===== config.mk =====
export PLATFORM = sky130hd
export DESIGN_NAME = bpc_post
export DESIGN_NICKNAME = d
export VERILOG_FILES = /design/src/design/bpc_pkg.sv /design/src/design/bpc_post.sv
export SDC_FILE = /design/constraint.sdc
export NUM_CORES = 2
export LEC_CHECK = 0
export ABC_AREA = 1
export BUFFER_PORTS_ARGS = -buffer_cell sky130_fd_sc_hd__buf_2
export CORE_ASPECT_RATIO = 0.7
export CORE_UTILIZATION = 30
export DETAILED_ROUTE_END_ITERATION = 8
export GPL_TIMING_DRIVEN = 0
export PLACE_DENSITY = 0.46
export SLEW_MARGIN = 20
export SYNTH_ARGS = -nofsm -noshare
export SYNTH_HDL_FRONTEND = slang
export SYNTH_SLANG_ARGS = --single-unit

===== constraint.sdc =====
create_clock -name clk -period 13.8 [get_ports clk]
set_input_delay 2.76 -clock clk [delete_from_list [all_inputs] [get_ports clk]]
set_output_delay 2.76 -clock clk [all_outputs]
set_load 0.1 [all_outputs]

===== src/design/bpc_pkg.sv =====
`timescale 1ns / 1ps
`default_nettype none
// ----------------------------------------------------------------------------
// bpc_pkg
// Shared types, constants and helpers for the barometer compensation pipe.
// ----------------------------------------------------------------------------
package bpc_pkg;

  localparam logic [31:0] TF_OFFSET  = 32'd64000;
  localparam logic [31:0] P_BASE     = 32'd1048576;
  localparam logic [31:0] P_SCALE    = 32'd3125;
  localparam logic [31:0] P_HALF     = 32'h8000_0000;
  localparam logic [31:0] P1_BIAS    = 32'd32768;
  localparam logic [31:0] T_ROUND    = 32'd128;
  localparam int          DIV_BITS   = 32;

  localparam logic [1:0] REG_TEMP    = 2'd0;
  localparam logic [1:0] REG_PRESS_A = 2'd1;
  localparam logic [1:0] REG_PRESS_B = 2'd2;
  localparam logic [1:0] REG_PRESS_C = 2'd3;

  // calibration words, sign extended where signed
  typedef struct packed {
    logic [31:0] t1, t2, t3;
    logic [31:0] p1, p2, p3, p4, p5, p6, p7, p8, p9;
  } coef_t;

  function automatic logic [31:0] sx16(input logic [15:0] v);
    return {{16{v[15]}}, v};
  endfunction

  function automatic logic [31:0] asr(input logic [31:0] v, input int n);
    return 32'($signed(v) >>> n);
  endfunction

  function automatic logic [31:0] mul32(input logic [31:0] a, input logic [31:0] b);
    logic [63:0] p;
    p = {32'd0, a} * {32'd0, b};
    return p[31:0];
  endfunction

endpackage
`default_nettype wire


===== src/design/bpc_post.sv =====
`timescale 1ns / 1ps
`default_nettype none
// ----------------------------------------------------------------------------
// bpc_post
// Second-order pressure correction, three stages ending in the output word.
// ----------------------------------------------------------------------------
module bpc_post import bpc_pkg::*; (
  input  wire logic        clk,
  input  wire logic        rst_n,
  input  wire logic        adv,
  input  wire coef_t       cf,
  input  wire logic        v_in,
  input  wire logic [31:0] temp_in,
  input  wire logic [31:0] quo,
  input  wire logic        dbl,
  input  wire logic        inv,
  output logic             v_out,
  output logic [31:0]      temp_out,
  output logic [31:0]      press_out,
  output logic             pvalid_out
);
  logic [2:0]  v_r;
  logic [31:0] temp_r [0:2];
  logic        inv_r  [0:1];
  logic [31:0] p_r, p2_r, dd_r, m9_r, m8_r, press_r;
  logic        pval_r;
  logic [31:0] p_nxt, d_nxt, corr;

  assign p_nxt = dbl ? (quo << 1) : quo;
  assign d_nxt = p_nxt >> 3;
  assign corr  = asr(asr(m9_r, 12) + asr(m8_r, 13) + cf.p7, 4);

  always_ff @(posedge clk) begin
    if (!rst_n) begin
      v_r <= '0;
    end else if (adv) begin
      v_r <= {v_r[1:0], v_in};
    end
  end

  always_ff @(posedge clk) begin
    if (adv) begin
      temp_r[0] <= temp_in;
      temp_r[1] <= temp_r[0];
      temp_r[2] <= temp_r[1];
      inv_r[0]  <= inv;
      inv_r[1]  <= inv_r[0];
      p_r       <= p_nxt;
      dd_r      <= mul32(d_nxt, d_nxt);
      m9_r      <= mul32(cf.p9, dd_r >> 13);
      m8_r      <= mul32(p_r >> 2, cf.p8);
      p2_r      <= p_r;
      press_r   <= inv_r[1] ? '0 : p2_r + corr;
      pval_r    <= !inv_r[1];
    end
  end

  assign v_out      = v_r[2];
  assign temp_out   = temp_r[2];
  assign press_out  = press_r;
  assign pvalid_out = pval_r;

endmodule
`default_nettype wire


==> impl_metrics.env <==
export IMPL_ys_types=51
export IMPL_critPathLaunch="dbl"
export IMPL_use_met2_pct=31.02
export IMPL_gp_congestion=0.9315
export IMPL_synth_seq_cells=256
export IMPL_dr_pass1_iters=8
export IMPL_cts_hold_fix_buffers=0
export IMPL_slew_viol_final=0
export IMPL_htreeDepth=2
export IMPL_ys_async_sr_fraction_pct=0
export IMPL_grt_pass1_vias=45090
export IMPL_vias=43890
export IMPL_status="finished, violations left"
export IMPL_path_clk_slew_ns=0.06
export IMPL_grt_total_usage_pct=21.42
export IMPL_fill_cells=19590
export IMPL_tritoncts="done"
export IMPL_rsz0062_at_grt="no"
export IMPL_hpwl_mm=169.4
export IMPL_die_w_um=518.1
export IMPL_synth_cells=6752
export IMPL_relSlewSlack_pct=17.03
export IMPL_drive_gt1_share_pct=5.118
export IMPL_cap_violations=0
export IMPL_critPathLaunchType="input pin"
export IMPL_r2r_start="p_r[14]"
export IMPL_drt_initial_drc_count=3858
export IMPL_max_freq_ghz=0.09125
export IMPL_initial_utilization_pct=30.22
export IMPL_rows=132
export IMPL_avgSynthCellArea_um2=8.285
export IMPL_setup_viol=0
export IMPL_fin_nets=8949
export IMPL_grt_util_met1_pct=32.75
export IMPL_netlist_area_mm2=0.05594
export IMPL_post_cts_resized=0
export IMPL_insertion_delay_ns=0.61
export IMPL_path_class="in2reg"
export IMPL_hp_start="temp_r[0][19]"
export IMPL_ant_nets=0
export IMPL_drcViolationCount=68
export IMPL_critPathArrivalTime_ns=11.29
export IMPL_wl_per_cell_um=21.01
export IMPL_final_common_cell="inv_1"
export IMPL_ys_warn_count=0
export IMPL_grt_pass1_wl_mm=296.7
export IMPL_timing_final_crit_share_pct=79.41
export IMPL_clockBufferDepth=3
export IMPL_worst_slew_pin_slew_ns=1.245
export IMPL_gr_total_overflow=0
export IMPL_dieArea_mm2=0.1882
export IMPL_grt_met3_usage_pct=4.497
export IMPL_busiest_layer="met1"
export IMPL_synth_edff_count=253
export IMPL_ys_flop_type="edfxtp_1"
export IMPL_die_y_um=363.3
export IMPL_post_cts_buffers=0
export IMPL_syn_num_nets=8710
export IMPL_cts_buffers=35
export IMPL_skew_ns=0.05050
export IMPL_hold_violations=0
export IMPL_vias_per_cell=4.619
export IMPL_antenna_found_initial=26
export IMPL_hold_class="reg2reg"
export IMPL_seq_area_frac_synth_pct=13.69
export IMPL_pin_count=520
export IMPL_layout_common_cells="inv_1 (1915), nand2_1 (1649), fa_1 (1118), ha_1 (386), nor2_1 (348)"
export IMPL_cts_root_buf="clkbuf_16"
export IMPL_finalCriticalPeriod_ns=10.96
export IMPL_area_growth_pct=9.474
export IMPL_required_ns=14.13
export IMPL_violations="design-rule violations"
export IMPL_end_kind="register"
export IMPL_totalWireLength_mm=199.6
export IMPL_io_buffer_count=199
export IMPL_core_mm2=0.1851
export IMPL_final_util_pct=33.08
export IMPL_crit_fanout=10
export IMPL_setup_tns_ns=0
export IMPL_numClockSinks=256
export IMPL_grt_max_degree=95
[state kept, by name (all words and copies together) (netlist names)]
name,flops
dd_r,19
inv_r,2
m8_r,19
m9_r,20
p2_r,32
p_r,32
press_out,32
pvalid_out,1
temp_r,96
v_r,3
[synthesized netlist by cell type, types with 19 or more instances]
cell	n	area (um2)
edfxtp_1	253	7597
a21oi_1	206	1031
xnor2_1	57	499.2
buf_4	33	247.7
nand3_1	115	575.6
clkbuf_1	178	668.1
o21ai_0	112	560.5
a21o_1	22	165.2
nor2_1	348	1306
ha_1	386	4830
nand2_1	1649	6190
inv_1	1915	7188
fa_1	1118	22380
xor2_1	92	805.8
nor3_1	26	130.1
buf_1	34	127.6
nand4_1	19	118.9
[stage by stage]
step	instances	cell area (um2)	hold WS, ns	setup slack, ns
final	9501	61240	0.4105	2.841
after global routing	9498	61240	0.4179	2.501
after CTS	9494	61230	0.4106	2.954
after detailed placement	9433	60140	0.4045	2.319
after global placement	9430	60040	0.4001	2.338
after floorplan	6752	55940	0.4003	4.116
[final cells by class]
type / count / area (um2) / area share [%]
antenna: 7 / 17.52 / 0.02860
buffer: 260 / 1196 / 1.953
clock buffer: 42 / 902.1 / 1.473
clock inverter: 19 / 185.2 / 0.3024
inverter: 1925 / 7228 / 11.80
multi-input combinational: 4311 / 39870 / 65.10
sequential: 256 / 7657 / 12.50
tap: 2479 / 3102 / 5.065
timing repair buffer: 202 / 1089 / 1.777
[worst paths after layout]
path | end | slack [ns] | depth (start not counted)
worst min-delay path | temp_r[0][51] | 0.41 | 0
worst min register to register | temp_r[0][51] | 0.41 | 0
worst max-delay path | dd_r[31] | 2.84 | 27
worst max register to register | m8_r[28] | 4.91 | 25
[routing by layer]
metal	part of all wire, %	routed length (um)
met1	49	97850
met5	0.020	39
met3	8.7	17270
met4	1.7	3452
met2	41	80980
[cells by family (layout without fill, tap and decap cells)]
kind of cell / after synthesis / after routing / synth area share, %
multiplexers: 1 / 1 / 0.01789
other: 0 / 7 / 0
flip-flops: 256 / 256 / 13.69
adder cells (fa/ha/maj): 1504 / 1504 / 48.64
AND/OR/NAND/NOR: 2212 / 2212 / 15.55
AO/OA/AOI/OAI: 445 / 445 / 4.721
XOR/XNOR: 149 / 149 / 2.333
buffers and inverters: 2185 / 2448 / 15.05
[worst max-delay path: stages]
cell and delay [ns]:
buf_6 0.13, buf_6 0.15, buf_2 0.24, o21ai_2 0.85
clkinv_1 0.79, nor2_1 0.56, fa_1 0.52, fa_1 0.49
fa_1 0.52, inv_1 0.05, fa_1 0.50, inv_1 0.05
fa_1 0.48, fa_1 0.47, fa_1 0.51, inv_1 0.05
fa_1 0.49, inv_1 0.04, ha_1 0.36, nand2_1 0.12
nor4_1 0.35, nand3_1 0.12, nand3_1 0.17, a21o_1 0.20
a21boi_0 0.12, nand3_1 0.10, nand2_1 0.06
Power is left out: the tool's default activity adds up to more than one toggle a clock period on the data nets, which glitch-free logic cannot reach.
