**src/design/bpc_pkg.sv**
```systemverilog
`timescale 1ns / 1ps
`default_nettype none
// ----------------------------------------------------------------------------
// bpc_pkg
// Shared types, constants and helpers for the barometer compensation pipe.
// ----------------------------------------------------------------------------
package bpc_pkg;

  localparam logic [31:0] TF_OFFSET  = 32'd64000;
  localparam logic [31:0] P_BASE     = 32'd1048576;
  localparam logic [31:0] P_SCALE    = 32'd3125;
  localparam logic [31:0] P_HALF     = 32'h8000_0000;
  localparam logic [31:0] P1_BIAS    = 32'd32768;
  localparam logic [31:0] T_ROUND    = 32'd128;
  localparam int          DIV_BITS   = 32;

  localparam logic [1:0] REG_TEMP    = 2'd0;
  localparam logic [1:0] REG_PRESS_A = 2'd1;
  localparam logic [1:0] REG_PRESS_B = 2'd2;
  localparam logic [1:0] REG_PRESS_C = 2'd3;

  // calibration words, sign extended where signed
  typedef struct packed {
    logic [31:0] t1, t2, t3;
    logic [31:0] p1, p2, p3, p4, p5, p6, p7, p8, p9;
  } coef_t;

  function automatic logic [31:0] sx16(input logic [15:0] v);
    return {{16{v[15]}}, v};
  endfunction

  function automatic logic [31:0] asr(input logic [31:0] v, input int n);
    return 32'($signed(v) >>> n);
  endfunction

  function automatic logic [31:0] mul32(input logic [31:0] a, input logic [31:0] b);
    logic [63:0] p;
    p = {32'd0, a} * {32'd0, b};
    return p[31:0];
  endfunction

endpackage
`default_nettype wire

```
**src/design/bpc_temp.sv**
```systemverilog
`timescale 1ns / 1ps
`default_nettype none
// ----------------------------------------------------------------------------
// bpc_temp
// Temperature compensation, five stages; also yields the pressure offset term.
// ----------------------------------------------------------------------------
module bpc_temp import bpc_pkg::*; (
  input  wire logic        clk,
  input  wire logic        rst_n,
  input  wire logic        adv,
  input  wire coef_t       cf,
  input  wire logic        v_in,
  input  wire logic [19:0] adc_p,
  input  wire logic [19:0] adc_t,
  output logic             v_out,
  output logic [31:0]      temp_out,
  output logic [31:0]      pa_out,
  output logic [31:0]      d2_out,
  output logic [19:0]      adcp_out
);
  logic [4:0]  v_r;
  logic [19:0] adcp_r [0:4];
  logic [31:0] x1_r, dd_r, ma_r, dd2_r, a_r, mb_r, fine_r, temp_r, pa_r, d2_r;
  logic [31:0] t_ext, fine_nxt;

  assign t_ext    = {12'd0, adc_t};
  assign fine_nxt = a_r + asr(mb_r, 14);

  always_ff @(posedge clk) begin
    if (!rst_n) begin
      v_r <= '0;
    end else if (adv) begin
      v_r <= {v_r[3:0], v_in};
    end
  end

  always_ff @(posedge clk) begin
    if (adv) begin
      adcp_r[0] <= adc_p;
      for (int i = 1; i < 5; i++) adcp_r[i] <= adcp_r[i-1];
      x1_r   <= (t_ext >> 3) - (cf.t1 << 1);
      dd_r   <= (t_ext >> 4) - cf.t1;
      ma_r   <= mul32(x1_r, cf.t2);
      dd2_r  <= mul32(dd_r, dd_r);
      a_r    <= asr(ma_r, 11);
      mb_r   <= mul32(asr(dd2_r, 12), cf.t3);
      fine_r <= fine_nxt;
      temp_r <= asr(mul32(fine_r, 32'd5) + T_ROUND, 8);
      pa_r   <= asr(fine_r, 1) - TF_OFFSET;
      d2_r   <= asr(asr(fine_r, 1) - TF_OFFSET, 2);
    end
  end

  assign v_out    = v_r[4];
  assign temp_out = temp_r;
  assign pa_out   = pa_r;
  assign d2_out   = d2_r;
  assign adcp_out = adcp_r[4];

endmodule
`default_nettype wire

```
**config.mk**
```make
export PLATFORM = sky130hd
export DESIGN_NAME = bpc_temp
export DESIGN_NICKNAME = d
export VERILOG_FILES = /design/src/design/bpc_pkg.sv /design/src/design/bpc_temp.sv
export SDC_FILE = /design/constraint.sdc
export NUM_CORES = 2
export LEC_CHECK = 0
export BUFFER_PORTS_ARGS = -buffer_cell sky130_fd_sc_hd__buf_4
export CAP_MARGIN = 20
export CORE_MARGIN = 1.5
export CORE_UTILIZATION = 62
export CTS_CLUSTER_DIAMETER = 50
export CTS_CLUSTER_SIZE = 25
export DETAILED_ROUTE_END_ITERATION = 12
export GPL_ROUTABILITY_DRIVEN = 0
export PLACE_DENSITY = 0.83
export RECOVER_POWER = 50
export SKIP_LAST_GASP = 1
export SYNTH_ARGS = -nofsm -noshare
export SYNTH_HDL_FRONTEND = slang
export SYNTH_SLANG_ARGS = --single-unit
```
**constraint.sdc**
```tcl
create_clock -name clk -period 10.8 [get_ports clk]
set_input_delay 0.54 -clock clk [delete_from_list [all_inputs] [get_ports clk]]
set_output_delay 0.54 -clock clk [all_outputs]
set_load 0.02 [all_outputs]
```
==> flow_summary.toml <==
[sta]
tightest_slew_ns = 6.449
fin_crit_ns = 8.418
slew_viol_final = 117
period_share_pct = 77.95
max_freq_mhz = 118.8
timing_hold_violations_final = 0
slew_headroom_pct = -329.9
clock-skew-final_ns = 0.05435
setup_tns_ns = 0
setup_viol = 0
rsz0062_at_grt = "false"

[clock_network]
cts_buffers = 37
cts_tree = "done"
cts_num_sinks = 285
cts_buffer_depth = 3
clkSlewWorstSetupHoldPaths_ns = 0.06
root_buffer = "clkbuf_16"
cts_resized = 0
cts-htree-levels = 2
insertion_delay_ns = 0.61
hold_buffers = 0
cts_setup_buffers = 0

[cells_and_area]
regArea_um2 = 8508
fillerInstances = 6498
multi_input_area_um2 = 39390
drive_above_1_share_pct = 6.076
area_growth_pct = 6.519
antenna_cells = 0
nets = 7427

[worst_setup_path]
critPathLaunch = "x1_r[3]"
worst_setup_path_end_kind = "flip-flop"
worstSetupPathType = "reg2reg"
crit_required_ns = 11.12
r2r-end = "ma_r[31]"
start_kind = "flip-flop"
cp_max_fo = 27
r2r-start = "x1_r[3]"
reg2reg_slack_ns = 2.38
reg2reg_depth = 24
crit_arrival_ns = 8.74

[die]
start_util_pct = 62.38
dieArea_um2 = 88930
core_area_um2 = 86620
rows = 108
die_w_um = 298.2
ios = 545
fp.dieH_um = 298.2

[global_routing]
antenna_found_initial = 2
grt_overflow_total = 0
grt_max_degree = 117
grt_pass1_vias = 40226
grt_pass1_wl_mm = 201.5
track_usage_pct = 28.80

[synth]
synth-seq-area-share_pct = 15.75
synthesis.area_um2 = 54030
postSynthCellCount = 5364
synth_edf_count = 280
synth-seq-cells = 285
yosysWarnings = 0
ys.flop_type = "edfxtp_1"
syn_nets = 7372
synthArstFlopShare_pct = 0
syn_area_per_cell_um2 = 10.07
yosysUniqueCellTypes = 68

[hold_path]
min-delay-start = "adc_t[3]"
hold_path.class = "in2reg"
holdPathEnd = "x1_r[0]"
worstHoldPathCells = 1

[route]
wl_per_cell_um = 18.49
ant_nets = 0
drc = 0
dr.pass1.iters = 6
vias_per_cell = 5.508
dr_total_vias = 36370
routed_wl_mm = 122.1
drtIter0Drc = 2473

[status]
violations = "max-capacitance violations, max-slew violations"
outcome = "complete, but fails checks"

[place]
hpwl_mm = 95.03
placement.io_buffers = 252

[flow_run]
maxCapViolations = 1
worst max path at each step:
stage	endpoint	slack [ns]	depth (start not counted)
after global placement	dd2_r[31]	2.66	25
final	ma_r[31]	2.38	24
after detailed placement	dd2_r[29]	2.51	26
after floorplan	dd2_r[31]	3.10	27
after global routing	dd2_r[29]	2.08	26
after CTS	dd2_r[29]	2.47	26
cell families after synthesis:
kind of cell,synth area share (%)
DFF,15.75
buffers and inverters,11.35
muxes,0.1112
AOI/OAI and AO/OA,2.841
adders and majority gates,52.25
xor gates and xnor gates,3.907
and+or+nand+nor,13.79
critical path: stages, from the launching register on:
cell	delay [ns]
edfxtp_1	0.86
buf_4	0.44
buf_4	0.39
and2_1	0.20
fa_1	0.45
fa_1	0.48
ha_1	0.30
inv_1	0.05
fa_1	0.49
inv_1	0.05
ha_1	0.27
ha_1	0.29
fa_1	0.50
inv_1	0.06
fa_1	0.49
inv_1	0.05
ha_1	0.30
a21oi_1	0.17
a21boi_0	0.12
a311oi_2	0.57
o21ai_1	0.30
and4bb_1	0.33
o211a_1	0.31
a311oi_1	0.36
xnor2_1	0.30
layer usage:
layer  GRT usage, %  part of all wire, %
met4          12.41                  4.9
met5              0               0.0082
met1          35.81                   37
met3          4.973                  8.2
met2          49.62                   49
sequential cells by signal, indices dropped and copies added (netlist names):
| register | count |
|---|---|
| adcp_r | 100 |
| x1_r | 31 |
| temp_out | 24 |
| fine_r | 22 |
| pa_out | 22 |
| a_r | 21 |
| ma_r | 21 |
| dd2_r | 20 |
| mb_r | 18 |
| v_r | 5 |
| dd_r | 1 |
cells in the mapped netlist, types with 14 or more instances:
library cell | n | area share (%)
a21o_1 | 31 | 0.43
a21oi_1 | 63 | 0.58
and2_1 | 660 | 7.6
buf_4 | 70 | 0.97
clkbuf_1 | 215 | 1.5
edfxtp_1 | 280 | 16
fa_1 | 1127 | 42
ha_1 | 453 | 10
inv_1 | 1274 | 8.9
nand2_1 | 578 | 4.0
nand2b_1 | 14 | 0.16
nand3_1 | 15 | 0.14
nor2_1 | 97 | 0.67
nor2b_1 | 26 | 0.30
nor3_1 | 29 | 0.27
o21a_1 | 27 | 0.38
o21ai_0 | 23 | 0.21
xnor2_1 | 177 | 2.9
xor2_1 | 64 | 1.0
metrics by stage:
step | setup slack (ns) | utilization, % | hold slack (ns) | cell area (µm²) | cells
after floorplan | 3.103 | - | 0.4003 | 54030 | 5364
after global placement | 2.656 | 65.15 | 0.4001 | 56430 | 6533
after detailed placement | 2.510 | 65.18 | 0.4045 | 56460 | 6534
after CTS | 2.468 | 66.67 | 0.07131 | 57750 | 6602
after global routing | 2.083 | 66.44 | 0.09338 | 57550 | 6603
final | 2.382 | 66.44 | 0.1247 | 57550 | 6603
cell usage in the layout, fill, tap and decap left out, types with 6 or more instances in the layout:
cell,count
clkbuf_1,60
nor2_1,97
o21a_1,27
o21ai_0,23
a21oi_1,63
mux2i_1,6
nor2b_1,26
clkbuf_4,24
nand2b_1,14
xnor2_1,177
nand4_1,6
nand2_1,578
nor3_1,29
ha_1,453
edfxtp_1,280
inv_8,6
a31oi_1,10
or3_1,7
a211oi_1,6
inv_1,1274
and2_1,660
fa_1,1127
nand3_1,15
a21o_1,31
o21bai_1,8
xor2_1,64
and3_1,13
buf_4,218
clkbuf_16,37
cell type report:
| class | count | area share (%) |
|---|---|---|
| inverter | 1276 | 8.322 |
| clock buffer | 40 | 1.646 |
| timing repair buffer | 304 | 3.700 |
| multi-input combinational | 3515 | 68.44 |
| tap | 1155 | 2.511 |
| clock inverter | 28 | 0.5979 |
| sequential | 285 | 14.78 |
Power is left out: the tool's default activity adds up to more than one toggle a clock period on the data nets, which glitch-free logic cannot reach.
